--- src/design/csxt_pkg.sv ---
// csxt_pkg: shared types, codes and constants of the call-stack exclusive-time profiler
// no dependencies; used by every module of the block
package csxt_pkg;

  // field widths
  localparam int unsigned OpW      = 2;
  localparam int unsigned FuncIdW  = 6;
  localparam int unsigned TsW      = 31;
  localparam int unsigned StatusW  = 3;
  localparam int unsigned TotalW   = 48;
  localparam int unsigned DurW     = 32;
  localparam int unsigned FcW      = 7;
  localparam int unsigned ApbDataW = 32;
  localparam int unsigned ApbAddrW = 3;

  // number of ids that the id field can name
  localparam int unsigned FuncIds = 2 ** FuncIdW;

  // parameter defaults
  localparam int unsigned MaxFuncsDef   = 64;
  localparam int unsigned StackDepthDef = 64;

  // register reset value and saturation limits
  localparam logic [FcW-1:0] FcReset = 7'd64;
  localparam logic signed [TotalW-1:0] TotalMax = {1'b0, {(TotalW-1){1'b1}}};
  localparam logic signed [TotalW-1:0] TotalMin = {1'b1, {(TotalW-1){1'b0}}};

  // register indexes
  localparam logic [0:0] RegFunctionCount = 1'b0;

  typedef enum logic [OpW-1:0] {
    OP_START = 2'd0,
    OP_END   = 2'd1,
    OP_READ  = 2'd2
  } op_e;

  typedef enum logic [StatusW-1:0] {
    ST_OK        = 3'd0,
    ST_UNDERFLOW = 3'd1,
    ST_OVERFLOW  = 3'd2,
    ST_BAD_ID    = 3'd3,
    ST_TOTAL_OVF = 3'd4
  } status_e;

  typedef enum logic [2:0] {
    S_IDLE,
    S_END_POP,
    S_END_TOP,
    S_END_SUB,
    S_RD_CLR,
    S_EMIT
  } state_e;

  typedef struct packed {
    logic [OpW-1:0]     operation;
    logic [FuncIdW-1:0] function_id;
    logic [TsW-1:0]     timestamp;
  } in_t;

  typedef struct packed {
    logic [StatusW-1:0]        status;
    logic signed [TotalW-1:0]  total;
    logic [DurW-1:0]           duration;
  } out_t;

  typedef struct packed {
    logic [FuncIdW-1:0] id;
    logic [TsW-1:0]     start;
  } stk_entry_t;

endpackage

--- src/design/csxt_total_mem.sv ---
// csxt_total_mem: exclusive-time totals, one write and one registered read per cycle
// per-entry valid bits make unwritten entries read as zero; depends on csxt_pkg
module csxt_total_mem #(
  parameter int unsigned Depth = csxt_pkg::MaxFuncsDef,
  parameter int unsigned AddrW = (Depth > 1) ? $clog2(Depth) : 1
) (
  input  logic                                 clk_i,
  input  logic                                 rst_ni,
  input  logic                                 we_i,
  input  logic [AddrW-1:0]                     waddr_i,
  input  logic signed [csxt_pkg::TotalW-1:0]   wdata_i,
  input  logic                                 re_i,
  input  logic [AddrW-1:0]                     raddr_i,
  output logic signed [csxt_pkg::TotalW-1:0]   rdata_o
);

  logic signed [csxt_pkg::TotalW-1:0] mem [Depth];
  logic signed [csxt_pkg::TotalW-1:0] rdata_q;
  logic [Depth-1:0]                   vld_q;
  logic                               rvld_q;

  // data array
  always_ff @(posedge clk_i) begin
    if (we_i) begin
      mem[waddr_i] <= wdata_i;
    end
    if (re_i) begin
      rdata_q <= mem[raddr_i];
    end
  end

  // valid bits, cleared by reset
  always_ff @(posedge clk_i or negedge rst_ni) begin
    if (!rst_ni) begin
      vld_q  <= '0;
      rvld_q <= 1'b0;
    end else begin
      if (we_i) begin
        vld_q[waddr_i] <= 1'b1;
      end
      if (re_i) begin
        rvld_q <= vld_q[raddr_i];
      end
    end
  end

  assign rdata_o = rvld_q ? rdata_q : '0;

endmodule

--- config.mk ---
export PLATFORM = sky130hd
export DESIGN_NAME = csxt_total_mem
export DESIGN_NICKNAME = d
export VERILOG_FILES = /design/src/design/csxt_pkg.sv /design/src/design/csxt_total_mem.sv
export SDC_FILE = /design/constraint.sdc
export NUM_CORES = 2
export LEC_CHECK = 0
export BUFFER_PORTS_ARGS = -buffer_cell sky130_fd_sc_hd__buf_2
export CAP_MARGIN = 20
export CELL_PAD_IN_SITES_DETAIL_PLACEMENT = 1
export CELL_PAD_IN_SITES_GLOBAL_PLACEMENT = 1
export CORE_MARGIN = 10
export CORE_UTILIZATION = 45
export CTS_CLUSTER_DIAMETER = 80
export CTS_CLUSTER_SIZE = 12
export DETAILED_ROUTE_END_ITERATION = 6
export PLACE_DENSITY = 0.63
export SLEW_MARGIN = 30
export SYNTH_ARGS = -nofsm -noshare
export SYNTH_HDL_FRONTEND = slang
export SYNTH_SLANG_ARGS = --single-unit
--- constraint.sdc ---
create_clock -name clk_i -period 2.3 [get_ports clk_i]
set_input_delay 0.115 -clock clk_i [delete_from_list [all_inputs] [get_ports clk_i]]
set_output_delay 0.115 -clock clk_i [all_outputs]
set_load 0.01 [all_outputs]
Word level (Yosys, flattened, before mapping)
Memory sizes are Yosys's and may differ from the RTL's. A register that Yosys moved wholly into a read port is not among the register bits.
Cells that the tools add are included.
{"block": "op_classes", "order_cmp": 3, "n_mux": 7, "bitwise_logic": 1, "reduce_logical": 1}
{"operator": "$or 64x64->64", "count": 1}
{"operator": "$mux 48", "count": 1}
{"operator": "$lt 6x7->1 const B", "count": 2}
{"operator": "$bmux 1 s6", "count": 1}
{"operator": "$demux 1 s6", "count": 1}
{"operator": "$ge 6x1->1 const B", "count": 1}
{"operator": "$mux 1", "count": 4}
{"operator": "$logic_and 1x1->1", "count": 1}
{"block": "totals", "regBits": 65, "ram_bits": 3072, "in_bits": 64, "output_inout_bits": 48, "elab_cells": 15, "memories": 1}
{"name": "mem", "depth": 64, "word_bits": 48, "rd": 1, "rd_ports_with_merged_regs": 1, "wr": 1, "line": "csxt_total_mem.sv:17", "source": "logic signed [csxt_pkg::TotalW-1:0] mem [Depth];"}

Depth between registers and ports, before layout
{"block": "depth", "depth_word": 5, "depth_mapped": 10, "mapped_depth_nobuf": 5}

Worst setup path after synthesis
OpenSTA, ideal clock, no wires.
{"block": "synth_path", "path_type": "input -> register", "startpoint": "input port waddr_i[3]", "endpoint": "memory mem[48][0] (netlist bit), enable pin", "setup_time_ps": 514, "arrival_time_ps": 4075, "required_ps": 1786, "path_slack_ps": -2289, "stages": 4, "path_buffers": 1, "cell_sequence": "clkbuf_1 nand4b_1 or2_2 nor3_1"}
{"element": "start, declared", "line": "csxt_total_mem.sv:10", "source": "input logic [AddrW-1:0] waddr_i,"}
{"element": "end, declared", "line": "csxt_total_mem.sv:17"}
No word-level cell before the write port.

Final worst setup path
{"block": "layout_path", "startpoint": "register rvld_q", "endpoint": "output port rdata_o[10] (netlist bit)"}
{"block": "layout_between", "elab_chain_len": 1}
{"element": "start, declared", "line": "csxt_total_mem.sv:20", "source": "logic rvld_q;"}
{"element": "start signal, assigned", "line": "csxt_total_mem.sv:42", "source": "rvld_q <= vld_q[raddr_i];"}
{"element": "$mux 48", "line": "csxt_total_mem.sv:47", "source": "assign rdata_o = rvld_q ? rdata_q : '0;"}
{"element": "end, declared", "line": "csxt_total_mem.sv:14", "source": "output logic signed [csxt_pkg::TotalW-1:0] rdata_o"}
Every way passes these cells.

==> reports/metrics.yaml <==
clocking:
  ctsRootBufferMaster: "sky130_fd_sc_hd__clkbuf_16"
  tritoncts_buffer_count: 310
  numClockSinks: 3185
  ctsHtreeMaxLevel: 5
  cts_tree: "built"
  clkLatencyLatePin_ns: 0.88
  cts.reportedPaths.clkPinSlew_ns: 0.06
  max_clock_buf_depth: 4
outcome:
  status: "finished, final reports clean"
yosys:
  synth.avg_cell_area_um2: 24.9
  ys.flop_type: "sky130_fd_sc_hd__edfxtp_1"
  synth_edf_count: 3120
  yosysMostFrequentCell: "sky130_fd_sc_hd__edfxtp_1"
  ys_seq_elements: 3185
  synth_cell_type_count: 32
  yosysSeqAreaShare_pct: 78.9
  syn-cell-area_um2: 121000
  yosysWarnings: 0
  synth.top_cells.by_area: "sky130_fd_sc_hd__edfxtp_1, sky130_fd_sc_hd__mux4_2, sky130_fd_sc_hd__dfrtp_1"
  fraction_of_registers_with_async_set_reset_pct: 2.04
  synth_top_cell_area_share_pct: 77.6
  ys_top_cells_by_count: "sky130_fd_sc_hd__edfxtp_1, sky130_fd_sc_hd__mux4_2, sky130_fd_sc_hd__clkbuf_1"
  yosys.area.top_type: "sky130_fd_sc_hd__edfxtp_1"
  synthesis.nets: 4914
  netlist_instances: 4850
critical_path:
  r2r-start: "mem[23][26]$_DFFE_PP_"
  crit_path_start_kind: "flip-flop"
  worst-path-max-fanout: 16
  worstRegToRegCells: 5
  crit_path_start: "rvld_q$_DFFE_PN0P_"
  timing.critical_path.to_type: "primary output"
  worstReg2RegEnd: "rdata_q[26]$_DFFE_PP_"
  worst-endpoint-arrival_ns: 2.09
  reg2reg_slack_ns: 0.16
  critical_path_required_ns: 2.18
  timing.setup.critical_path_class: "reg -> out"
cells_and_area:
  multi_input_comb_area_um2: 24800
  final-seq-area_um2: 95300
  layout_overhead_on_the_synthesized_area_pct: 17.1
  final_util_pct: 52.9
  number_of_filler_cells_placed_in_the_layout: 22400
  net_count_reported_at_finish: 5660
  drive_gt1_share_pct: 36.7
grt:
  grt.total_usage_pct: 25.3
  globalRouteOverflowTotal: 0
  antenna_found_initial: 26
  grt_pass1_wl_mm: 508
  number_of_global_route_vias_before_repair: 61100
  grt_max_degree: 65
hold_path:
  hold_path_startpoint: "waddr_i[1]"
  hold_path.class: "in -> reg"
  hold_path_end: "mem[22][44]$_DFFE_PP_"
  hold-path-cell-count: 4
routing:
  wl_per_cell_um: 40.0
  vias: 59500
  drt_iter0_markers: 8081
  postRouteAntennaNets: 0
  dr.pass1.iters: 5
  route.final.wire_length_mm: 368
  viasPerCell: 6.45
  route.detailed.drc: 0
sta:
  relSlewSlack_pct: 38.5
  min_period_ns: 2.20
  timing.final.hold_violations: 0
  period_share_pct: 95.9
  clock_skew_ns: 0.0456
  max_freq_mhz: 454
  final_setup_violations: 0
  slew_viol_final: 0
  max_slew.worst_pin.slew_ns: 0.920
  rsz0062_at_grt: "no"
power_and_ir_drop:
  power.density_cell_area_nw_per_um2: 828
  static-leakage-power_nw: 44.7
  ir_drop_mv: 1.09
  total_power_mw: 117
placed_design:
  gp_routability_congestion: 0.766
  detailedPlacementHpwl_mm: 211
  placement.io_buffers: 111
floorplanning:
  placementRows: 190
  die_w_um: 538
  core_region_area_um2: 267000
  ios: 112
  die-height_um: 538
  die-area_um2: 290000
  initial_core_utilization_pct: 45.2
flow_run:
  max-cap-violations: 0
==> cell usage in the layout, fill, tap and decap left out, types with 5 or more instances in the layout <==
cell type and n:
sky130_fd_sc_hd__edfxtp_1 3120, sky130_fd_sc_hd__nor2_1 12, sky130_fd_sc_hd__a21oi_1 13, sky130_fd_sc_hd__dlygate4sd3_1 54, sky130_fd_sc_hd__dfrtp_1 64, sky130_fd_sc_hd__nand3_1 10
sky130_fd_sc_hd__mux2i_1 29, sky130_fd_sc_hd__buf_12 258, sky130_fd_sc_hd__and2_1 50, sky130_fd_sc_hd__diode_2 13, sky130_fd_sc_hd__nand2b_1 5, sky130_fd_sc_hd__a31oi_1 5
sky130_fd_sc_hd__buf_2 63, sky130_fd_sc_hd__a22oi_1 80, sky130_fd_sc_hd__o22ai_1 6, sky130_fd_sc_hd__or2_2 64, sky130_fd_sc_hd__clkbuf_16 319, sky130_fd_sc_hd__clkbuf_1 29
sky130_fd_sc_hd__nor2b_1 8, sky130_fd_sc_hd__inv_6 9, sky130_fd_sc_hd__nor2_4 63, sky130_fd_sc_hd__buf_4 312, sky130_fd_sc_hd__mux4_2 959, sky130_fd_sc_hd__mux2_2 6
sky130_fd_sc_hd__a211oi_1 13, sky130_fd_sc_hd__nand2_1 64
==> power by group <==
part           internal [mW]  total [mW]  switching [mW]
combinational           3.11        6.73            3.61
clock                   24.9        45.5            20.7
sequential              64.4        64.8           0.325
total                   92.4         117            24.6
==> timing repair <==
action / in CTS / in global routing
endpoints found under the hold margin: 2245 / 192
hold buffers: 51 / 3
setup buffers: 3 / 0
setup endpoints to repair: 44 / 0
resized for setup: 1 / 0
==> layout make-up <==
cell class | instances | area share [%]
Antenna cell | 13 | 0.0230
Clock buffer | 348 | 5.72
Clock inverter | 23 | 0.192
Inverter | 3 | 0.00796
Multi-Input combinational cell | 1406 | 17.5
Sequential cell | 3185 | 67.4
Tap cell | 3552 | 3.14
Timing Repair Buffer | 690 | 5.95
==> through the flow <==
stage	instances	hold slack, ns	setup WS [ns]	setup TNS [ns]	instance area (um2)
2_1_floorplan	4850	-0.181	-0.439	-907.65	121000
3_5_place_dp	8779	0.0460	-0.443	-12.34	132000
3_3_place_gp	8779	0.0444	-0.433	-11.97	132000
6_report	9220	0.0792	0.0954	0	141000
5_1_grt	9215	0.0738	0.0279	0	141000
4_1_cts	9204	0.00384	0.0369	0	141000
==> worst max-delay path by stage <==
stage | to | slack (ns)
finish | rdata_o[10] | 0.1
CTS | rdata_o[7] | 0.04
detailed placement | rdata_q[30]$_DFFE_PP_ | -0.44
global placement | rdata_q[30]$_DFFE_PP_ | -0.43
global route | rdata_o[10] | 0.03
floorplan | mem[13][0]$_DFFE_PP_ | -0.44
==> sequential cells by signal, summed over array words and instances, names as in the netlist <==
name	count
rvld_q	1
rdata_q	48
vld_q	64
mem	3072
==> routing by layer <==
metal	wire, um	track usage, %	part of all wire, %
met1	147000	36.1	40
met2	179000	40.9	49
met3	29300	3.50	7.9
met4	13000	7.80	3.5
met5	55	0	0.015
==> cells by family (layout without fill, tap and decap cells) <==
family                 count (synthesis)  after routing  synth area share [%]
flip-flops                          3185           3185                  78.9
multiplexers                         994            994                  18.2
AND/OR/NAND/NOR                      289            289                  1.20
buffers and inverters                259           1064                 0.960
AO/OA/AOI/OAI                        123            123                 0.734
other                                  0             13                     0
==> worst max-delay path: stages (launching register included) <==
cell	delay (ns)
sky130_fd_sc_hd__dfrtp_4	0.53
sky130_fd_sc_hd__buf_12	0.17
sky130_fd_sc_hd__buf_4	0.19
sky130_fd_sc_hd__and2_1	0.16
sky130_fd_sc_hd__buf_2	0.15
No activity file was read; power rests on OpenSTA's default activity.
