--- src/design/csxt_pkg.sv ---
// csxt_pkg: shared types, codes and constants of the call-stack exclusive-time profiler
// no dependencies; used by every module of the block
package csxt_pkg;

  // field widths
  localparam int unsigned OpW      = 2;
  localparam int unsigned FuncIdW  = 6;
  localparam int unsigned TsW      = 31;
  localparam int unsigned StatusW  = 3;
  localparam int unsigned TotalW   = 48;
  localparam int unsigned DurW     = 32;
  localparam int unsigned FcW      = 7;
  localparam int unsigned ApbDataW = 32;
  localparam int unsigned ApbAddrW = 3;

  // number of ids that the id field can name
  localparam int unsigned FuncIds = 2 ** FuncIdW;

  // parameter defaults
  localparam int unsigned MaxFuncsDef   = 64;
  localparam int unsigned StackDepthDef = 64;

  // register reset value and saturation limits
  localparam logic [FcW-1:0] FcReset = 7'd64;
  localparam logic signed [TotalW-1:0] TotalMax = {1'b0, {(TotalW-1){1'b1}}};
  localparam logic signed [TotalW-1:0] TotalMin = {1'b1, {(TotalW-1){1'b0}}};

  // register indexes
  localparam logic [0:0] RegFunctionCount = 1'b0;

  typedef enum logic [OpW-1:0] {
    OP_START = 2'd0,
    OP_END   = 2'd1,
    OP_READ  = 2'd2
  } op_e;

  typedef enum logic [StatusW-1:0] {
    ST_OK        = 3'd0,
    ST_UNDERFLOW = 3'd1,
    ST_OVERFLOW  = 3'd2,
    ST_BAD_ID    = 3'd3,
    ST_TOTAL_OVF = 3'd4
  } status_e;

  typedef enum logic [2:0] {
    S_IDLE,
    S_END_POP,
    S_END_TOP,
    S_END_SUB,
    S_RD_CLR,
    S_EMIT
  } state_e;

  typedef struct packed {
    logic [OpW-1:0]     operation;
    logic [FuncIdW-1:0] function_id;
    logic [TsW-1:0]     timestamp;
  } in_t;

  typedef struct packed {
    logic [StatusW-1:0]        status;
    logic signed [TotalW-1:0]  total;
    logic [DurW-1:0]           duration;
  } out_t;

  typedef struct packed {
    logic [FuncIdW-1:0] id;
    logic [TsW-1:0]     start;
  } stk_entry_t;

endpackage

--- src/design/csxt_cfg.sv ---
// csxt_cfg: apb register block holding function_count
// depends on csxt_pkg
module csxt_cfg (
  input  logic                               clk_i,
  input  logic                               rst_ni,
  input  logic                               psel,
  input  logic                               penable,
  input  logic                               pwrite,
  input  logic [csxt_pkg::ApbAddrW-1:0]      paddr,
  input  logic [csxt_pkg::ApbDataW-1:0]      pwdata,
  output logic [csxt_pkg::ApbDataW-1:0]      prdata,
  output logic                               pready,
  output logic [csxt_pkg::FcW-1:0]           fc_o
);

  logic [csxt_pkg::FcW-1:0] fc_q, fc_d;
  logic                     wr_en;

  // write strobe on the access phase
  assign wr_en = psel && penable && pwrite && pready &&
                 (paddr[2] == csxt_pkg::RegFunctionCount);

  always_comb begin
    fc_d = fc_q;
    if (wr_en) begin
      fc_d = pwdata[csxt_pkg::FcW-1:0];
    end
  end

  always_ff @(posedge clk_i or negedge rst_ni) begin
    if (!rst_ni) begin
      fc_q <= csxt_pkg::FcReset;
    end else begin
      fc_q <= fc_d;
    end
  end

  // read mux
  always_comb begin
    prdata = '0;
    if (paddr[2] == csxt_pkg::RegFunctionCount) begin
      prdata = {{(csxt_pkg::ApbDataW-csxt_pkg::FcW){1'b0}}, fc_q};
    end
  end

  assign pready = 1'b1;
  assign fc_o   = fc_q;

endmodule

--- config.mk ---
export PLATFORM = sky130hd
export DESIGN_NAME = csxt_cfg
export DESIGN_NICKNAME = d
export VERILOG_FILES = /design/src/design/csxt_pkg.sv /design/src/design/csxt_cfg.sv
export SDC_FILE = /design/constraint.sdc
export NUM_CORES = 1
export LEC_CHECK = 0
export ABC_AREA = 1
export BUFFER_PORTS_ARGS = -buffer_cell sky130_fd_sc_hd__buf_2
export CAP_MARGIN = 20
export CORE_UTILIZATION = 30
export CTS_CLUSTER_SIZE = 12
export DETAILED_ROUTE_END_ITERATION = 7
export PLACE_DENSITY = 0.82
export RECOVER_POWER = 100
export SLEW_MARGIN = 40
export SYNTH_ARGS = -nofsm -noshare
export SYNTH_HDL_FRONTEND = slang
export SYNTH_SLANG_ARGS = --single-unit
export TNS_END_PERCENT = 50
--- constraint.sdc ---
create_clock -name clk_i -period 1.1 [get_ports clk_i]
set_clock_uncertainty 0.15 [all_clocks]
set_input_delay 0.11 -clock clk_i [delete_from_list [all_inputs] [get_ports clk_i]]
set_output_delay 0.11 -clock clk_i [all_outputs]
set_load 0.03 [all_outputs]
# == Word-level counts from Yosys, hierarchy flattened ==
# Cells that the tools add are included.
# op_classes
bitwise_logic,1
reduce_logical,3
muxes,1
# ops
op,count
7-bit 2-to-1 mux,1
1-bit logical AND,3
1-bit inverter,1
# totals
wordCells,6
reg_bits,7
inputBits,40

# == Depth between registers and ports, before layout ==
# Gate-level depths: netlist (run 1).
# depth
ltp_word,3
ltp_mapped,5
ltp_nobuf,5

# == Least setup slack after synthesis (run 1) ==
# Ideal clock, no wire load.
# synth_path
path_kind,register to output
from,"register fc_q, in the netlist fc_o[6]"
to,output prdata[6] (netlist bit)
path_slack_ns,-0.232
arrival_time_ns,1.072
t_required_ns,0.840
stages_incl_launch_ff,3
n_path_buf,0
path_cell_list,dfstp_2 inv_1 nor2_1
# synth_via
elab_chain_len,1
# synth_lines
item,line,source
"start, declared",csxt_cfg.sv:16,"logic [csxt_pkg::FcW-1:0] fc_q, fc_d;"
"start signal, assigned",csxt_cfg.sv:32,fc_q <= csxt_pkg::FcReset;
7-bit 2-to-1 mux,csxt_cfg.sv:41,if (paddr[2] == csxt_pkg::RegFunctionCount) begin
"end, declared",csxt_cfg.sv:11,"output logic [csxt_pkg::ApbDataW-1:0] prdata,"
# No other way between the ends.

# == Final worst setup path (run 1) ==
# Ends and elaborated chain as after synthesis.

==> results_dict.tcl, run 1 <==
set metrics [dict create \
    largest_reg_flops 7 \
    clk_pin_slew_ps 50 \
    hold_path_class "input port to flop" \
    cp_data_arrival_time_ps 1030 \
    grt.overflow.total 0 \
    post_dp_cell_area_sq_um 651 \
    die_h_microns 45.7 \
    grt_pass1_wl_microns 1700 \
    power_density_nw_per_um2 1440 \
    area_delta_synth_final_pct 48.7 \
    leakagePower_nw 0.499 \
    cap_violations 0 \
    place_congestion 0.733 \
    clock-sinks 7 \
    synth_area_leaders "buf_4 (34%), dfrtp_1 (26%), nand2_1 (9.8%), nand3_1 (6.1%), inv_1 (5.2%)" \
    grtUsageTotal 0.118 \
    grt_max_degree 9 \
    power_w 0.00123 \
    core_area_sq_um 1760 \
    yosysWarnings 0 \
    drive_gt1_frac 0.419 \
    cts_tree "yes" \
    synth_area_leader_cell "buf_4" \
    numCtsBuffers 3 \
    nets 158 \
    peakVddDrop_v 0.000665 \
    drt_pass1_iterations 4 \
    max_freq_ghz 0.775 \
    ys_types 12 \
    cp-end-kind "output pin" \
    fillers 177 \
    path_class "flop to output pin" \
    die_area_sq_um 2090 \
    grt_pass1_vias 430 \
    ys_ff_latch 7 \
    dieWidth_microns 45.7 \
    synth-async-reset-ratio 1.00 \
    final_util 0.483 \
    cp_data_required_time_ps 840 \
    dpl.hpwl_microns 865 \
    ctsLongestPathBuffers 2 \
    wl_per_cell_microns 7.85 \
    vias_per_cell 3.48 \
    drt-total-wl_microns 1120 \
    synthCells 76 \
    startpoint_type "flop" \
    synth_common_cells "buf_4 (26), nand2_1 (15), inv_1 (8)" \
    drc_errors 0 \
    ant_nets 0 \
    antenna_found_initial 0 \
    rsz0062_at_grt "yes" \
    root_buffer "clkbuf_4" \
    cp_max_fo 3 \
    dp_slack_ps -6.86 \
    synth_seq_area_share 0.308 \
    final_max_slew_viol_count 0 \
    finalHoldViolations 0 \
    synth_top_cell_area_share 0.341 \
    pin_count 80 \
    finalSetupViolCount 9 \
    diodes 0 \
    min_period_over_period 1.17 \
    num_rows 15 \
    vias 494 \
    clock_latency_ps 250 \
    status "complete, but fails checks" \
    portBuffers 26 \
    h-tree-depth 1 \
    synth_area_sq_um 573 \
    synth_edf_count 0 \
    violations "negative setup slack" \
    synth.most_common_cell "buf_4" \
    synth.avg_cell_area_sq_um 7.54 \
    initial_core_util 0.325 \
    drt-initial-drc-count 12 \
    synth_ff_type "dfrtp_1" \
    setup_ws_ps -190 \
    period_needed_ps 1290 \
    stdcell_area_sq_um 852 \
]
path summary, 6_finish.rpt:
check | start | endpoint | slack, ps | depth (start not counted)
worst max-delay path | fc_o[6] | prdata[6] | -190 | 3
worst min-delay path | penable | fc_o[6] | 90 | 5
worst max register to register | fc_o[6] | fc_o[6] | 160 | 3
worst min register to register | fc_o[2] | fc_o[2] | 380 | 2
max in group asynchronous | rst_ni | fc_o[6] | 380 | 2
min in group asynchronous | rst_ni | fc_o[3] | 120 | 2
per-layer routing:
layer  GRT usage  part of all wire  up-vias
li1            -                 -      252
met1       0.120              0.38      202
met2       0.209              0.52       38
met3      0.0238             0.081        2
met4      0.0882             0.018        0
met5           0                 0        -
through the flow:
stage / setup TNS (ps) / hold slack [ps] / std cells
CTS: -818 / 63.6 / 140
global route: -1270 / 126 / 142
floorplan: -147 / -336 / 100
detailed placement: -6.86 / -206 / 124
finish: -738 / 89.8 / 142
global placement: -4.20 / -212 / 124
layout make-up:
cell class                      count  area (sq um)  area share
Timing Repair Buffer               40           305       0.358
Multi-Input combinational cell     57           279       0.327
Sequential cell                     7           176       0.207
Inverter                            9          33.8      0.0396
Tap cell                           25          31.3      0.0367
Clock buffer                        4          26.3      0.0308
kinds of logic (layout without fill, tap and decap cells):
group,Yosys count,in the layout,synth area share
buffers and inverters,36,53,0.419
other,2,26,0.0131
DFF,7,7,0.308
and+or+nand+nor,31,31,0.260
timing repair:
action,4_1_cts,5_1_grt
setup buffers,4,2
hold endpoints to repair,14,0
setup endpoints to repair,10,14
pin swaps,3,0
hold buffers,8,0
gates resized for setup,17,5
power by group:
| part | switching (W) | internal [W] |
|---|---|---|
| registers | 0.0000414 | 0.000312 |
| clock network | 0.0000956 | 0.000138 |
| logic | 0.000421 | 0.000222 |
| total | 0.000558 | 0.000672 |
critical path, cell delays in order (launching register included):
cell and delay [ps]:
dfstp_2 540, inv_2 40, nor2_4 70, buf_6 130
layout by cell type (no fill, tap or decap), drive strengths merged:
cell and count:
conb 26, buf 26, nand2 16, clkbuf 10, inv 9, dlygate4sd3 8, nor2 8, nand3 7
dfrtp 6, dfstp 1
(Power assumes the default switching activity.)
==> run 2, diff against run 1 <==
--- a/config.mk
+++ b/config.mk
@@ -11,7 +11,7 @@
 export CORE_UTILIZATION = 30
 export CTS_CLUSTER_SIZE = 12
 export DETAILED_ROUTE_END_ITERATION = 7
-export PLACE_DENSITY = 0.82
+export PLACE_DENSITY = 0.89
 export RECOVER_POWER = 100
 export SLEW_MARGIN = 40
 export SYNTH_ARGS = -nofsm -noshare
==> results_dict.tcl, run 2 (same netlist as run 1, synthesis figures left out) <==
set metrics [dict create \
    grt_pass1_wl_microns 1490 \
    ant_nets 0 \
    power_w 0.00121 \
    max_freq_ghz 0.769 \
    startpoint_type "flop" \
    violations "negative setup slack" \
    leakagePower_nw 0.488 \
    final_cell_mix "conb_1 (26), nand2_1 (15), buf_2 (14)" \
    cp_data_arrival_time_ps 1040 \
    drt-total-wl_microns 1040 \
    cp_cell_sequence "inv_2 -> nor2_4 -> buf_6" \
    grt_max_degree 9 \
    largest_reg_flops 7 \
    setup_tns_ps -774 \
    antenna_found_initial 0 \
    nets 156 \
    dieWidth_microns 45.7 \
    grtUsageTotal 0.108 \
    die_h_microns 45.7 \
    layout_commonest_cell "conb_1" \
    hold_path_class "input port to flop" \
    cp_data_required_time_ps 840 \
    cp_top_family "flip-flops" \
    rsz0062_at_grt "yes" \
    numCtsBuffers 3 \
    period_needed_ps 1300 \
    clock_latency_ps 250 \
    critical-path-slowest-cell "dfstp_2" \
    place_congestion 0.741 \
    drt_pass1_iterations 4 \
    area_delta_synth_final_pct 46.5 \
    cp_max_fo 3 \
    stdcell_area_sq_um 840 \
    final_max_slew_viol_count 0 \
    portBuffers 26 \
    core_area_sq_um 1760 \
    cp-end-kind "output pin" \
    ctsLongestPathBuffers 2 \
    p_clk_frac 0.190 \
    p_sw_w 0.000550 \
    status "complete, but fails checks" \
    dpl.hpwl_microns 835 \
    drt-initial-drc-count 7 \
    finalSetupViolCount 8 \
    clock-sinks 7 \
    setup_ws_ps -201 \
    min_period_over_period 1.18 \
    grt.overflow.total 0 \
    dp.cells 124 \
    diodes 0 \
    swShare 0.453 \
    power_density_nw_per_um2 1440 \
    num_rows 15 \
    drive_gt1_frac 0.417 \
    pin_count 80 \
    vias_per_cell 3.60 \
    p_int_w 0.000663 \
    p_seq_frac 0.293 \
    clk_pin_slew_ps 50 \
    fillers 181 \
    initial_core_util 0.325 \
    path_buf_inv 2 \
    instances_no_fill 140 \
    combPwrFrac 0.516 \
    cap_violations 0 \
    slowest_delay_ps 540 \
    die_area_sq_um 2090 \
    grt_pass1_vias 368 \
    path_class "flop to output pin" \
    finalHoldViolations 0 \
    h-tree-depth 1 \
    drc_errors 0 \
    wl_per_cell_microns 7.44 \
    cts_tree "yes" \
    vias 504 \
    post_dp_cell_area_sq_um 651 \
    root_buffer "clkbuf_4" \
    peakVddDrop_v 0.000741 \
]
==> run 2: changes by cell type in the layout (fill, tap and decap cells not counted) <==
| cell | delta |
|---|---|
| clkbuf_4 | -1 |
| inv_2 | +1 |
| buf_2 | -1 |
| inv_1 | -1 |
==> run 2: what timing repair did <==
action                                 CTS  global route
resized for setup                       17             9
setup buffers                            3             1
setup endpoints to repair               10            14
hold buffers                             8             0
endpoints found under the hold margin   14             0
pin swaps                                3             2
==> run 2: through the flow <==
stage                     worst slack [ps]  utilization  hold slack, ps
final                                 -201        0.476            67.5
after global routing                  -230        0.476             119
after CTS                             -212        0.467            67.1
after detailed placement             -11.8        0.369            -204
after global placement               -4.12        0.369            -212
after floorplan                      -40.9            -            -336
==> run 2: worst reg2reg max path, stage by stage, from the launching register on <==
cell      delay [ps]
dfrtp_1          400
clkbuf_4         140
nand2_1           50
nand2_1           50
==> run 2: final cells by class <==
type | count | area [sq um] | area share
Timing Repair Buffer | 38 | 293 | 0.349
Multi-Input combinational cell | 57 | 279 | 0.332
Sequential cell | 7 | 176 | 0.210
Tap cell | 25 | 31.3 | 0.0373
Clock buffer | 4 | 26.3 | 0.0313
Inverter | 9 | 33.8 | 0.0402
==> run 2: final timing paths <==
check | depth (start not counted) | slack [ps] | from | to
min | 5 | 70 | penable | fc_o[6]
max reg2reg | 3 | 190 | fc_o[1] | fc_o[1]
min in group asynchronous | 2 | 130 | rst_ni | fc_o[2]
max in group asynchronous | 2 | 370 | rst_ni | fc_o[6]
min reg2reg | 2 | 320 | fc_o[6] | fc_o[6]
max | 3 | -200 | fc_o[6] | prdata[6]
==> run 2: power groups by stage <==
stage / Sequential (W) / Combinational [W] / Clock [W]
after floorplan: 0.000448 / 0.000367 / 0
after global placement: 0.000353 / 0.000505 / 0
after global routing: 0.000363 / 0.000666 / 0.000253
after detailed placement: 0.000357 / 0.000511 / 0
final: 0.000355 / 0.000626 / 0.000231
after CTS: 0.000353 / 0.000607 / 0.000238
==> run 2: metal layers <==
metal  vias to the layer above  share of wire  global-route usage  routed length, microns
li1                        251              -                   -                       -
met1                       210           0.37               0.115                     383
met2                        40           0.49               0.180                     515
met3                         3           0.11              0.0357                     115
met4                         0          0.025              0.0706                      26
met5                         -              0                   0                       0
==> run 3, diff against run 2 <==
--- a/config.mk
+++ b/config.mk
@@ -5,10 +5,9 @@
 export SDC_FILE = /design/constraint.sdc
 export NUM_CORES = 1
 export LEC_CHECK = 0
-export ABC_AREA = 1
 export BUFFER_PORTS_ARGS = -buffer_cell sky130_fd_sc_hd__buf_2
 export CAP_MARGIN = 20
-export CORE_UTILIZATION = 30
+export CORE_UTILIZATION = 29
 export CTS_CLUSTER_SIZE = 12
 export DETAILED_ROUTE_END_ITERATION = 7
 export PLACE_DENSITY = 0.89
==> results_dict.tcl, run 3 <==
set metrics [dict create \
    final_util 0.460 \
    peakVddDrop_v 0.000373 \
    finalHoldViolations 0 \
    stdcell_area_sq_um 803 \
    setup_ws_ps -202 \
    die_area_sq_um 2050 \
    clock_latency_ps 240 \
    synth.avg_cell_area_sq_um 10.9 \
    path_class "flop to output pin" \
    h-tree-depth 1 \
    dieWidth_microns 45.3 \
    cts_tree "yes" \
    cp-end-kind "output pin" \
    ant_nets 0 \
    synth_top_cell_area_share 0.359 \
    post_dp_cell_area_sq_um 607 \
    ys_types 7 \
    dpl.hpwl_microns 750 \
    layout_commonest_cell "conb_1" \
    wl_met2_microns 658 \
    leakagePower_nw 0.441 \
    final_cell_mix "conb_1 (26), buf_2 (13), buf_6 (10)" \
    wl_met1_microns 349 \
    cp_data_arrival_time_ps 1040 \
    grt.overflow.total 0 \
    synth_area_leaders "buf_4 (36%), dfrtp_1 (28%), mux2_2 (15%), and2b_2 (11%), dfstp_2 (4.8%)" \
    die_h_microns 45.3 \
    portBuffers 26 \
    rsz0062_at_grt "yes" \
    met3_length_microns 71 \
    cp_max_fo 2 \
    drc_errors 0 \
    grtUsageTotal 0.111 \
    synth-async-reset-ratio 1.00 \
    largest_reg_flops 7 \
    drt_pass1_iterations 2 \
    core_area_sq_um 1750 \
    finalSetupViolCount 10 \
    synth_area_leader_cell "buf_4" \
    violations "negative setup slack" \
    clk_pin_slew_ps 60 \
    numCtsBuffers 3 \
    antenna_found_initial 0 \
    path_buf_inv 1 \
    cp_data_required_time_ps 840 \
    min_period_over_period 1.18 \
    pin_count 80 \
    yosysWarnings 0 \
    ys_ff_latch 7 \
    synth_seq_area_share 0.325 \
    critical-path-slowest-cell "dfstp_2" \
    vias_per_cell 3.64 \
    hold_path_class "input port to flop" \
    synth_common_cells "buf_4 (26), and2b_2 (7), mux2_2 (7)" \
    dp_slack_ps 8.42 \
    wl_per_cell_microns 9.31 \
    root_buffer "clkbuf_4" \
    cp_cell_sequence "and2b_2 -> buf_6" \
    drive_gt1_frac 0.527 \
    synthCells 50 \
    startpoint_type "flop" \
    top_layer "met3" \
    final_max_slew_viol_count 0 \
    power_density_nw_per_um2 1580 \
    synth_edf_count 0 \
    grt_pass1_wl_microns 1640 \
    clock-sinks 7 \
    drt-initial-drc-count 2 \
    vias 422 \
    instances_no_fill 116 \
    period_needed_ps 1300 \
    ctsLongestPathBuffers 2 \
    initial_core_util 0.311 \
    max_freq_ghz 0.768 \
    synth_area_sq_um 543 \
    cap_violations 0 \
    status "complete, but fails checks" \
    drt-total-wl_microns 1080 \
    dp.cells 100 \
    grt_max_degree 8 \
    nets 132 \
    area_delta_synth_final_pct 47.9 \
    place_congestion 0.554 \
    grt_pass1_vias 420 \
    num_rows 15 \
    slowest_delay_ps 530 \
    setup_tns_ps -1080 \
    diodes 0 \
    synth.most_common_cell "buf_4" \
    cp_top_family "flip-flops" \
    synth_ff_type "dfrtp_1" \
]
run 3: changes by cell type after synthesis:
cell,change
and2b_2,+7
buf_6,-1
inv_1,-8
inv_2,-1
mux2_2,+7
nand2_1,-15
nand2_4,-1
nand3_1,-7
nand4b_4,+1
nor2_1,-7
nor2_8,-1
run 3: report_power, final:
group	total (W)	switching (W)	internal [W]	leakage [nW]
Combinational	0.000689	0.000416	0.000273	0.344
Clock	0.000227	0.0000892	0.000138	0.0150
Sequential	0.000350	0.0000294	0.000321	0.0825
run 3: tightest hold or removal path, stage by stage:
cell,delay (ps)
buf_2,110
nand4b_4,130
mux2_2,160
run 3: cell families after synthesis:
kind of cell / share of synthesized area
flops: 0.325
other cells: 0.0138
simple gates: 0.157
mux: 0.145
buf+inv: 0.359
run 3: what timing repair did:
item,CTS,global route
endpoints found under the hold margin,14,0
buffers inserted,3,1
resized for setup,20,2
endpoints found under the setup margin,8,11
hold buffers,8,0
run 3: path summary, 6_finish.rpt:
path	start	depth (start not counted)	end	slack [ps]
min in group asynchronous	rst_ni	2	fc_o[1]	160
max in group asynchronous	rst_ni	2	fc_o[6]	320
hold / removal	penable	3	fc_o[1]	150
setup / recovery	fc_o[6]	2	prdata[6]	-200
setup reg to reg	fc_o[4]	2	fc_o[4]	80
hold reg to reg	fc_o[1]	1	fc_o[1]	360
run 3: metrics by stage:
stage | total power, W | hold WS [ps]
2_1_floorplan | 0.000824 | -336
3_3_place_gp | 0.000875 | -200
3_5_place_dp | 0.000888 | -198
4_1_cts | 0.00126 | 73.7
5_1_grt | 0.00134 | 169
6_report | 0.00127 | 154
run 3: routing by layer:
layer	up-vias	global-route usage
li1	189	-
met5	-	0
met4	0	0.0545
met2	33	0.243
met3	0	0.00400
met1	200	0.0973
run 3: layout make-up:
type,count,area (sq um)
fillers,162,942
flip-flops and latches,7,176
clock buffers,4,26.3
repair buffers,39,308
multi-input cells,41,262
well taps,25,31.3
