**src/design/csxt_pkg.sv**
```systemverilog
// csxt_pkg: shared types, codes and constants of the call-stack exclusive-time profiler
// no dependencies; used by every module of the block
package csxt_pkg;

  // field widths
  localparam int unsigned OpW      = 2;
  localparam int unsigned FuncIdW  = 6;
  localparam int unsigned TsW      = 31;
  localparam int unsigned StatusW  = 3;
  localparam int unsigned TotalW   = 48;
  localparam int unsigned DurW     = 32;
  localparam int unsigned FcW      = 7;
  localparam int unsigned ApbDataW = 32;
  localparam int unsigned ApbAddrW = 3;

  // number of ids that the id field can name
  localparam int unsigned FuncIds = 2 ** FuncIdW;

  // parameter defaults
  localparam int unsigned MaxFuncsDef   = 64;
  localparam int unsigned StackDepthDef = 64;

  // register reset value and saturation limits
  localparam logic [FcW-1:0] FcReset = 7'd64;
  localparam logic signed [TotalW-1:0] TotalMax = {1'b0, {(TotalW-1){1'b1}}};
  localparam logic signed [TotalW-1:0] TotalMin = {1'b1, {(TotalW-1){1'b0}}};

  // register indexes
  localparam logic [0:0] RegFunctionCount = 1'b0;

  typedef enum logic [OpW-1:0] {
    OP_START = 2'd0,
    OP_END   = 2'd1,
    OP_READ  = 2'd2
  } op_e;

  typedef enum logic [StatusW-1:0] {
    ST_OK        = 3'd0,
    ST_UNDERFLOW = 3'd1,
    ST_OVERFLOW  = 3'd2,
    ST_BAD_ID    = 3'd3,
    ST_TOTAL_OVF = 3'd4
  } status_e;

  typedef enum logic [2:0] {
    S_IDLE,
    S_END_POP,
    S_END_TOP,
    S_END_SUB,
    S_RD_CLR,
    S_EMIT
  } state_e;

  typedef struct packed {
    logic [OpW-1:0]     operation;
    logic [FuncIdW-1:0] function_id;
    logic [TsW-1:0]     timestamp;
  } in_t;

  typedef struct packed {
    logic [StatusW-1:0]        status;
    logic signed [TotalW-1:0]  total;
    logic [DurW-1:0]           duration;
  } out_t;

  typedef struct packed {
    logic [FuncIdW-1:0] id;
    logic [TsW-1:0]     start;
  } stk_entry_t;

endpackage

```
**src/design/csxt_ctrl.sv**
```systemverilog
// csxt_ctrl: sequencer for start, end and read beats; read-modify-write of totals
// drives the stack and totals memories; depends on csxt_pkg
module csxt_ctrl #(
  parameter int unsigned MaxFuncs   = csxt_pkg::MaxFuncsDef,
  parameter int unsigned StackDepth = csxt_pkg::StackDepthDef,
  parameter int unsigned TotDepth   = csxt_pkg::FuncIds,
  parameter int unsigned TotAddrW   = (TotDepth > 1) ? $clog2(TotDepth) : 1
) (
  input  logic                                 clk_i,
  input  logic                                 rst_ni,
  input  logic [csxt_pkg::FcW-1:0]             fc_i,
  input  logic                                 in_valid_i,
  output logic                                 in_ready_o,
  input  csxt_pkg::in_t                        in_data_i,
  output logic                                 out_valid_o,
  input  logic                                 out_ready_i,
  output csxt_pkg::out_t                       out_data_o,
  // stack memory
  output logic                                 stk_we_o,
  output logic [$clog2(StackDepth)-1:0]        stk_waddr_o,
  output csxt_pkg::stk_entry_t                 stk_wdata_o,
  output logic                                 stk_re_o,
  output logic [$clog2(StackDepth)-1:0]        stk_raddr_o,
  input  csxt_pkg::stk_entry_t                 stk_rdata_i,
  // totals memory
  output logic                                 tot_we_o,
  output logic [TotAddrW-1:0]                  tot_waddr_o,
  output logic signed [csxt_pkg::TotalW-1:0]   tot_wdata_o,
  output logic                                 tot_re_o,
  output logic [TotAddrW-1:0]                  tot_raddr_o,
  input  logic signed [csxt_pkg::TotalW-1:0]   tot_rdata_i
);

  localparam int unsigned SAddrW = $clog2(StackDepth);
  localparam int unsigned CntW   = $clog2(StackDepth + 1);
  localparam int unsigned SumW   = csxt_pkg::TotalW + 1;

  csxt_pkg::state_e state_q, state_d;

  logic [CntW-1:0]                   count_q, count_d;
  logic [csxt_pkg::FuncIdW-1:0]      id_q, id_d;
  logic [csxt_pkg::FuncIdW-1:0]      top_q, top_d;
  logic [csxt_pkg::TsW-1:0]          ts_q, ts_d;
  logic [csxt_pkg::DurW-1:0]         dur_q, dur_d;
  csxt_pkg::out_t                    res_q, res_d;
  csxt_pkg::out_t                    out_q, out_d;
  logic                              out_valid_q, out_valid_d;

  logic                              in_fire;
  logic                              id_ok;
  logic                              stack_empty;
  logic                              stack_full;
  logic                              slot_free;
  logic                              done;
  logic                              go_pop;
  logic                              go_rd;
  logic [csxt_pkg::TsW-1:0]          start_ts;
  logic [csxt_pkg::DurW-1:0]         diff;
  logic signed [SumW-1:0]            sum_add;
  logic signed [SumW-1:0]            sum_sub;
  logic signed [csxt_pkg::TotalW-1:0] sub_base;
  logic                              add_ovf;
  logic                              sub_ovf;
  logic signed [csxt_pkg::TotalW-1:0] add_val;
  logic signed [csxt_pkg::TotalW-1:0] sub_val;

  // input decode
  assign in_ready_o  = (state_q == csxt_pkg::S_IDLE);
  assign in_fire     = in_valid_i && in_ready_o;
  assign id_ok       = ({1'b0, in_data_i.function_id} < fc_i) &&
                       (int'(in_data_i.function_id) < MaxFuncs);
  assign stack_empty = (count_q == '0);
  assign stack_full  = (count_q == CntW'(StackDepth));
  assign slot_free   = !out_valid_q || out_ready_i;
  assign go_pop      = id_ok && !stack_empty &&
                       (in_data_i.operation == csxt_pkg::OP_END);
  assign go_rd       = id_ok && (in_data_i.operation == csxt_pkg::OP_READ);

  // result available this cycle
  always_comb begin
    done = 1'b0;
    unique case (state_q)
      csxt_pkg::S_IDLE:    done = in_fire && !go_pop && !go_rd;
      csxt_pkg::S_END_POP: done = 1'b0;
      csxt_pkg::S_END_TOP: done = stack_empty;
      csxt_pkg::S_END_SUB: done = 1'b1;
      csxt_pkg::S_RD_CLR:  done = 1'b1;
      csxt_pkg::S_EMIT:    done = 1'b1;
      default:             done = 1'b0;
    endcase
  end

  // next state
  always_comb begin
    state_d = state_q;
    if (done) begin
      state_d = slot_free ? csxt_pkg::S_IDLE : csxt_pkg::S_EMIT;
    end else begin
      unique case (state_q)
        csxt_pkg::S_IDLE: begin
          if (in_fire && go_pop) begin
            state_d = csxt_pkg::S_END_POP;
          end else if (in_fire && go_rd) begin
            state_d = csxt_pkg::S_RD_CLR;
          end
        end
        csxt_pkg::S_END_POP: state_d = csxt_pkg::S_END_TOP;
        csxt_pkg::S_END_TOP: state_d = csxt_pkg::S_END_SUB;
        default:             state_d = state_q;
      endcase
    end
  end

  // duration and saturating total arithmetic
  assign start_ts = stk_rdata_i.start;
  assign diff     = csxt_pkg::DurW'(ts_q) - csxt_pkg::DurW'(start_ts) + 1'b1;
  assign sum_add  = {tot_rdata_i[csxt_pkg::TotalW-1], tot_rdata_i} +
                    SumW'({1'b0, dur_q});
  assign add_ovf  = sum_add[SumW-1] ^ sum_add[SumW-2];
  assign add_val  = add_ovf ? csxt_pkg::TotalMax : sum_add[csxt_pkg::TotalW-1:0];
  // a caller equal to the ending id sees the total just written
  assign sub_base = (top_q == id_q) ? res_q.total : tot_rdata_i;
  assign sum_sub  = {sub_base[csxt_pkg::TotalW-1], sub_base} -
                    SumW'({1'b0, dur_q});
  assign sub_ovf  = sum_sub[SumW-1] ^ sum_sub[SumW-2];
  assign sub_val  = sub_ovf ? csxt_pkg::TotalMin : sum_sub[csxt_pkg::TotalW-1:0];

  // datapath and memory controls
  always_comb begin
    count_d     = count_q;
    id_d        = id_q;
    top_d       = top_q;
    ts_d        = ts_q;
    dur_d       = dur_q;
    res_d       = res_q;
    stk_we_o    = 1'b0;
    stk_waddr_o = SAddrW'(count_q);
    stk_wdata_o = '{id: in_data_i.function_id, start: in_data_i.timestamp};
    stk_re_o    = 1'b0;
    stk_raddr_o = SAddrW'(count_q - 1'b1);
    tot_we_o    = 1'b0;
    tot_waddr_o = TotAddrW'(id_q);
    tot_wdata_o = '0;
    tot_re_o    = 1'b0;
    tot_raddr_o = TotAddrW'(in_data_i.function_id);
    unique case (state_q)
      csxt_pkg::S_IDLE: begin
        res_d = '0;
        id_d  = in_data_i.function_id;
        ts_d  = in_data_i.timestamp;
        if (in_fire) begin
          unique case (csxt_pkg::op_e'(in_data_i.operation))
            csxt_pkg::OP_START: begin
              if (!id_ok) begin
                res_d.status = csxt_pkg::ST_BAD_ID;
              end else if (stack_full) begin
                res_d.status = csxt_pkg::ST_OVERFLOW;
              end else begin
                stk_we_o = 1'b1;
                count_d  = count_q + 1'b1;
              end
            end
            csxt_pkg::OP_END: begin
              if (!id_ok) begin
                res_d.status = csxt_pkg::ST_BAD_ID;
              end else if (stack_empty) begin
                res_d.status = csxt_pkg::ST_UNDERFLOW;
              end else begin
                stk_re_o = 1'b1;
                tot_re_o = 1'b1;
                count_d  = count_q - 1'b1;
              end
            end
            csxt_pkg::OP_READ: begin
              if (!id_ok) begin
                res_d.status = csxt_pkg::ST_BAD_ID;
              end else begin
                tot_re_o = 1'b1;
              end
            end
            default: res_d = '0;
          endcase
        end
      end
      csxt_pkg::S_END_POP: begin
        // popped entry's start time is here; fetch the new top entry
        dur_d = (ts_q >= start_ts) ? diff : '0;
        if (!stack_empty) begin
          stk_re_o = 1'b1;
        end
      end
      csxt_pkg::S_END_TOP: begin
        tot_we_o          = 1'b1;
        tot_wdata_o       = add_val;
        res_d.status      = add_ovf ? csxt_pkg::ST_TOTAL_OVF : csxt_pkg::ST_OK;
        res_d.total       = add_val;
        res_d.duration    = dur_q;
        top_d             = stk_rdata_i.id;
        if (!stack_empty) begin
          tot_re_o    = 1'b1;
          tot_raddr_o = TotAddrW'(stk_rdata_i.id);
        end
      end
      csxt_pkg::S_END_SUB: begin
        tot_we_o    = 1'b1;
        tot_waddr_o = TotAddrW'(top_q);
        tot_wdata_o = sub_val;
        if (sub_ovf) begin
          res_d.status = csxt_pkg::ST_TOTAL_OVF;
        end
        if (top_q == id_q) begin
          res_d.total = sub_val;
        end
      end
      csxt_pkg::S_RD_CLR: begin
        tot_we_o = 1'b1;
        res_d    = '{status: csxt_pkg::ST_OK, total: tot_rdata_i, duration: '0};
      end
      csxt_pkg::S_EMIT: res_d = res_q;
      default:          res_d = res_q;
    endcase
  end

  // output register
  always_comb begin
    out_d       = out_q;
    out_valid_d = out_valid_q && !out_ready_i;
    if (done && slot_free) begin
      out_d       = res_d;
      out_valid_d = 1'b1;
    end
  end

  always_ff @(posedge clk_i or negedge rst_ni) begin
    if (!rst_ni) begin
      state_q     <= csxt_pkg::S_IDLE;
      count_q     <= '0;
      out_valid_q <= 1'b0;
    end else begin
      state_q     <= state_d;
      count_q     <= count_d;
      out_valid_q <= out_valid_d;
    end
  end

  always_ff @(posedge clk_i) begin
    id_q  <= id_d;
    top_q <= top_d;
    ts_q  <= ts_d;
    dur_q <= dur_d;
    res_q <= res_d;
    out_q <= out_d;
  end

  assign out_valid_o = out_valid_q;
  assign out_data_o  = out_q;

endmodule

```
**config.mk**
```make
export PLATFORM = sky130hd
export DESIGN_NAME = csxt_ctrl
export DESIGN_NICKNAME = d
export VERILOG_FILES = /design/src/design/csxt_pkg.sv /design/src/design/csxt_ctrl.sv
export SDC_FILE = /design/constraint.sdc
export NUM_CORES = 1
export LEC_CHECK = 0
export ABC_AREA = 0
export BUFFER_PORTS_ARGS = -buffer_cell sky130_fd_sc_hd__buf_2
export CAP_MARGIN = 20
export CELL_PAD_IN_SITES_DETAIL_PLACEMENT = 1
export CELL_PAD_IN_SITES_GLOBAL_PLACEMENT = 1
export CORE_ASPECT_RATIO = 1.25
export CORE_MARGIN = 3
export CORE_UTILIZATION = 39
export DETAILED_ROUTE_END_ITERATION = 10
export HOLD_SLACK_MARGIN = 0.1
export PLACE_DENSITY_LB_ADDON = 0.25
export SYNTH_ARGS = -nofsm -noshare
export SYNTH_HDL_FRONTEND = slang
export SYNTH_SLANG_ARGS = --single-unit
```
**constraint.sdc**
```tcl
create_clock -name clk_i -period 6.8 [get_ports clk_i]
set_input_delay 0.34 -clock clk_i [delete_from_list [all_inputs] [get_ports clk_i]]
set_output_delay 0.34 -clock clk_i [all_outputs]
set_load 0.03 [all_outputs]
```
After elaboration in Yosys (flattened, before gate mapping)
Cells that the tools add are included.

operators by class
  add/sub/neg operators = 6
  multiply operators = 0
  divide/modulo/power cells = 0
  order comparisons = 2
  equal/unequal tests = 14
  shift operators = 0
  muxes and demuxes = 46
  bitwise logic cells = 2
  reduce and logical (&&, ||, !) cells = 25

operators by type and width
  kind                     count
  $pmux W51 S4             1
  $mux W48                 4
  $pmux W32 S3             1
  $pmux W48 S2             1
  $mux W83                 1
  $add A48 B33 Y49         1
  $sub A48 B33 Y49         1
  $add A32 B1 Y32 const B  1
  $sub A31 B31 Y32         1
  $ge A31 B31 Y1           1
  $mux W7                  4
  $mux W3                  6
  $mux W6                  3
  $pmux W3 S3              2
  $mux W1                  14
  $pmux W7 S2              1
  $logic_and A1 B1 Y1      10
  $mux W2                  4
  $ne A2 B2 Y1 const B     4
  $add A7 B1 Y7 const B    1
  $eq A7 B7 Y1 const B     1
  $logic_not A7 Y1         1
  $lt A6 B7 Y1             1
  $reduce_and A7 Y1        1
  other kinds (19)         29

storage, ports and cells
  register bits after elaboration = 252
  latch bits = 0
  memory bits (writable) = 0
  bits in read-only memories = 0
  input port bits = 135
  output and inout port bits = 198
  memories = 0

Longest topological paths before layout
  word-level depth = 10
  gate-level depth with buffers = 29
  gate-level depth less buffers = 22

Worst setup path after synthesis
Ideal clock, no wire load.

  kind = reg2out
  start point = register id_q[2] (netlist bit)
  end point = output port tot_wdata_o[45] (netlist bit)
  data arrival time = 6.728 ns
  path slack = -0.268 ns
  cell stages (with the launch flop) = 26
  path through = edfxtp_1 > xor2_1 > nor4_1 > and3_1 > clkbuf_1 > buf_2 > buf_2 > buf_2 > buf_2 > buf_1 > nand2_1 > nand2_1 > ha_1 > o211ai_2 > a21oi_1 > o41a_1 > a311o_2 > a31o_4 > a31o_2 > a31oi_1 > nand4_1 > xnor2_1 > ha_1 > clkinv_1 > nand2_1 > o311ai_0

on the way
  longest elaborated chain between the ends = 6

RTL lines
  element                 RTL line          source
  from (decl)             csxt_ctrl.sv:41   logic [csxt_pkg::FuncIdW-1:0] id_q, id_d;
  from (signal assigned)  csxt_ctrl.sv:247  id_q <= id_d;
  $eq A6 B6 Y1 *          csxt_ctrl.sv:122  assign sub_base = (top_q == id_q) ? res_q.total : tot_rdata_i;
  $mux W48 *              csxt_ctrl.sv:122
  $sub A48 B33 Y49 *      csxt_ctrl.sv:123  assign sum_sub = {sub_base[csxt_pkg::TotalW-1], sub_base} -
  $xor A1 B1 Y1           csxt_ctrl.sv:125  assign sub_ovf = sum_sub[SumW-1] ^ sum_sub[SumW-2];
  $mux W48 *              csxt_ctrl.sv:126  assign sub_val = sub_ovf ? csxt_pkg::TotalMin : sum_sub[csxt_pkg::TotalW-1:0];
  $pmux W48 S2 *          csxt_ctrl.sv:146  unique case (state_q)
  to (decl)               csxt_ctrl.sv:28   output logic signed [csxt_pkg::TotalW-1:0] tot_wdata_o,

Mark *: on every way between the ends. The rest lies on a longest branch, timed or not.

Worst setup path after layout
Ends and elaborated chain as after synthesis.

==> metrics.log <==
INFO  metric timing.fmax = between 0.15 and 0.2 GHz
INFO  metric synth_nets = 2451
INFO  metric critical_path.endpoint = tot_wdata_o[45]
INFO  metric die_y = 249 µm
INFO  metric ys_top_cells_by_area = sky130_fd_sc_hd__edfxtp_1, sky130_fd_sc_hd__ha_1, sky130_fd_sc_hd__dfxtp_1, sky130_fd_sc_hd__nand2_1, sky130_fd_sc_hd__o21ai_0
INFO  metric power.static_leakage = 0.00973 µW
INFO  metric clock_tree.root_cell = sky130_fd_sc_hd__clkbuf_16
INFO  metric whs = 0.144 ns
INFO  metric clock_path_buffers = 3
INFO  metric clock_skew = 0.0148 ns
INFO  metric nets = 2756
INFO  metric cts_made_buffers = 29
INFO  metric grt_use_met1 = 0.337
INFO  metric grt_pass1_vias = 19149
INFO  metric drv_slew = 0
INFO  metric arrival = roughly 6.2 ns
INFO  metric synth_area = 0.0185 mm²
INFO  metric max-vdd-ir-drop = between 0.2 and 0.25 mV
INFO  metric power.share.combinational = 0.556
INFO  metric grt_first_pass_wirelength = 113 mm
INFO  metric post-dp-hpwl = approximately 56 mm
INFO  metric fin_total_pwr = 10400 µW
INFO  metric setup_viol = 0
INFO  metric pin_count = 333
INFO  metric via_count = about 18000
INFO  metric clock_power_share = 0.159
INFO  metric run_status = finished, final reports clean
INFO  metric capture_point_of_the_worst_reg_to_reg_path = out_data_o[70]
INFO  metric synthDominantAreaCellType = sky130_fd_sc_hd__edfxtp_1
INFO  metric htree_num_levels = 1
INFO  metric pre_cts_slack = 0.132 ns
INFO  metric clock_sinks = 252
INFO  metric endpoint_kind = output port
INFO  metric final_hold_viol_count = 0
INFO  metric synth_warnings = 0
INFO  metric seq_power_share = 0.284
INFO  metric max_cap_viol_count = 0
INFO  metric coreArea = 0.0465 mm²
INFO  metric worstSetupStartpoint = id_q[2]
INFO  metric row_count = 88
INFO  metric ff2ff_path_depth = 21
INFO  metric grt_remaining_overflow = 0
INFO  metric die_area = 0.0500 mm²
INFO  metric synth.yosys.seq_area_share = 0.362
INFO  metric grtUsageMet3 = 0.0393
INFO  metric synth_top_flop_cell = sky130_fd_sc_hd__edfxtp_1
INFO  metric netSwitchingFraction = 0.495
INFO  metric setup.worst_path.class = reg -> out
INFO  metric power.net_switching = 5150 µW
INFO  metric crit-reg2reg-launch = id_q[2]
INFO  metric hp-class = in -> reg
INFO  metric cp.required = around 6.5 ns
INFO  metric path_clk_slew = approximately 0.07 ns
INFO  metric floorplan.die.width = approximately 200 µm
INFO  metric drt.antenna.violating_nets = 0
INFO  metric final_period_minus_worst_setup_slack = 6.50 ns
INFO  metric grt_start_max_net_pins = 64
INFO  metric worst-slew-pin-transition = 0.940 ns
INFO  metric post_drt_via_cell_ratio = ~5.7
INFO  metric fin_crit_sh = 0.955
INFO  metric synthesis.instances = 2158
INFO  metric drc = 0
INFO  metric tritoncts = done
INFO  metric grtUsageTotal = 0.287
INFO  metric internal_reg_to_reg_setup_slack = between 0.7 and 0.8 ns
INFO  metric p_per_area = 471 mW/mm²
INFO  metric startpoint_class_of_the_critical_path = flip-flop
INFO  metric post_route_cells_drive_above_1_share = 0.187
INFO  metric drtIter0Drc = 1048
INFO  metric wl_per_cell = 23.8 µm
INFO  metric maxSlewHeadroom = 0.373
INFO  metric gpl.final_weighted_congestion = 0.936
INFO  metric synth_edf_count = 158
INFO  metric postSynthAreaPerCell = 8.56 µm²
INFO  metric utilization = 0.475
INFO  metric grt_busiest_layer = met2
INFO  metric synth_largest_type_area_fraction = 0.257
INFO  metric count_of_buffers_from_port_buffering = 332
INFO  metric grt.met2_usage = 0.523
INFO  metric grt_antenna_before_repair = 9
INFO  metric synth-async-reset-ratio = 0.0437
INFO  metric syn2layout_area_growth = 19.5%
INFO  metric drt_pass1_iterations = 5
INFO  metric worstPathMaxFanout = 8
INFO  metric cell_internal_pwr = 5250 µW
INFO  metric source_to_sink_clock_delay_at_the_later_pin_of_the_worst_skew_pair = ~0.59 ns
INFO  metric fin_setup_tns = 0 ns
INFO  metric synth_seq_cells = roughly 250
INFO  metric initial_cell_density_of_the_core = 0.398
INFO  metric unrepaired_setup_endpoints_after_global_routing = false
INFO  metric timing.final.ws_setup = 0.305 ns
INFO  metric synthDistinctLibCells = 89
INFO  metric total_wirelength = 74.3 mm
[worst max-delay path, stage by stage (launching register included)]
cell	delay, ns
sky130_fd_sc_hd__edfxtp_1	0.40
sky130_fd_sc_hd__xor2_1	0.19
sky130_fd_sc_hd__nor4_2	0.38
sky130_fd_sc_hd__nand3_2	0.22
sky130_fd_sc_hd__buf_4	0.21
sky130_fd_sc_hd__mux2i_1	0.15
sky130_fd_sc_hd__ha_1	0.19
sky130_fd_sc_hd__inv_1	0.06
sky130_fd_sc_hd__fa_1	0.43
sky130_fd_sc_hd__a211oi_1	0.37
sky130_fd_sc_hd__o21ai_1	0.18
sky130_fd_sc_hd__a31oi_1	0.42
sky130_fd_sc_hd__o31ai_1	0.21
sky130_fd_sc_hd__a21oi_1	0.37
sky130_fd_sc_hd__o31a_1	0.22
sky130_fd_sc_hd__a31oi_1	0.09
sky130_fd_sc_hd__ha_1	0.41
sky130_fd_sc_hd__clkinv_1	0.10
sky130_fd_sc_hd__nand2_2	0.21
sky130_fd_sc_hd__nor2_4	0.25
sky130_fd_sc_hd__nand2_1	0.10
sky130_fd_sc_hd__o311ai_1	0.12
sky130_fd_sc_hd__buf_2	0.28
[what timing repair did]
item / 4_1_cts / 5_1_grt
setup buffers: 0 / 3
setup endpoints to repair: 26 / 30
hold endpoints to repair: 55 / 0
gates resized for setup: 7 / 1
hold buffers: 45 / 0
[metal layers]
metal	wire [µm]	up-vias
met5	27	-
met4	3510	4
met3	3990	183
met2	37100	582
met1	29600	8659
li1	-	8248
[power groups by stage]
stage	sequential [µW]	clock (µW)	combinational, µW
after floorplan	3340	0	3360
after global placement	2950	0	5580
after detailed placement	2970	0	5700
after global routing	3020	1750	6260
final	2960	1660	5790
after CTS	2950	1690	5760
[cell usage after synthesis (6+ instances only)]
cell type / count
sky130_fd_sc_hd__o21ai_1: 7
sky130_fd_sc_hd__mux2_2: 12
sky130_fd_sc_hd__nor3_1: 42
sky130_fd_sc_hd__mux2i_1: 19
sky130_fd_sc_hd__a21oi_1: 152
sky130_fd_sc_hd__buf_4: 43
sky130_fd_sc_hd__nor2_1: 156
sky130_fd_sc_hd__ha_1: 141
sky130_fd_sc_hd__a22oi_1: 10
sky130_fd_sc_hd__buf_1: 7
sky130_fd_sc_hd__or3_1: 13
sky130_fd_sc_hd__a31oi_1: 29
sky130_fd_sc_hd__dfrtp_1: 11
sky130_fd_sc_hd__and3_1: 15
sky130_fd_sc_hd__xor2_1: 55
sky130_fd_sc_hd__a221oi_1: 13
sky130_fd_sc_hd__o22ai_1: 11
sky130_fd_sc_hd__a21o_1: 34
sky130_fd_sc_hd__nor4_1: 6
sky130_fd_sc_hd__nor2b_1: 23
sky130_fd_sc_hd__inv_1: 144
sky130_fd_sc_hd__o211ai_1: 16
sky130_fd_sc_hd__a22o_1: 7
sky130_fd_sc_hd__o31ai_1: 10
sky130_fd_sc_hd__and2_1: 10
sky130_fd_sc_hd__nand3b_1: 7
sky130_fd_sc_hd__nand2b_1: 24
sky130_fd_sc_hd__a211oi_1: 13
sky130_fd_sc_hd__fa_1: 17
sky130_fd_sc_hd__o21bai_1: 17
sky130_fd_sc_hd__a211o_1: 6
sky130_fd_sc_hd__o21a_1: 19
sky130_fd_sc_hd__dfxtp_1: 83
sky130_fd_sc_hd__nand4_1: 28
sky130_fd_sc_hd__edfxtp_1: 158
sky130_fd_sc_hd__nand3_1: 33
sky130_fd_sc_hd__nand2_1: 316
sky130_fd_sc_hd__o21ai_0: 185
sky130_fd_sc_hd__xnor2_1: 73
sky130_fd_sc_hd__clkbuf_1: 83
[placed cells by master, fill, tap and decap left out, drive strengths merged, types with 56 or more instances in the layout]
cell,synthesis,final
buf,54,366
nand2,316,316
o21ai,193,193
edfxtp,158,158
nor2,156,156
a21oi,154,154
inv,144,145
ha,141,141
dfxtp,83,83
xnor2,73,73
xor2,56,56
[state kept, by name, indices dropped and copies added (netlist names)]
register	flops
count_q	7
res_q	83
id_q	6
state_q	3
ts_q	31
out_data_o	83
out_valid_o	1
top_q	6
dur_q	32
[cells by family after synthesis]
group / after synthesis / share of synthesized area
flip-flops: 252 / 0.362
AO/OA/AOI/OAI: 609 / 0.210
XOR/XNOR: 129 / 0.0616
adder cells (fa/ha/maj): 158 / 0.114
buffers and inverters: 285 / 0.0669
AND/OR/NAND/NOR: 694 / 0.169
multiplexers: 31 / 0.0176
[worst min-delay path by stage]
stage	startpoint	to	slack (ns)	cells after the start
after floorplan	rst_ni	count_q[0]	0.04	0
after global placement	rst_ni	out_valid_o	0.24	1
after detailed placement	rst_ni	out_valid_o	0.24	1
after CTS	in_valid_i	state_q[2]	0.12	3
after global routing	in_valid_i	state_q[2]	0.15	3
final	in_valid_i	state_q[2]	0.14	3
[per-stage QoR]
stage | std cells | cell area (µm²)
after floorplan | 2158 | 18500
after global placement | 3014 | 20500
after detailed placement | 3014 | 20500
after CTS | 3112 | 22000
final | 3121 | 22100
after global routing | 3118 | 22100
[area by class of cell]
cell class | instances | area (µm²)
Multi-Input combinational cell | 1621 | 10600
Timing Repair Buffer | 411 | 2400
Inverter | 148 | 557
Fill cell | 5553 | 24400
Sequential cell | 252 | 6680
Clock buffer | 34 | 766
Tap cell | 630 | 788
Clock inverter | 19 | 223
Antenna cell | 6 | 15.0
Power figures use the tool's default switching activity.
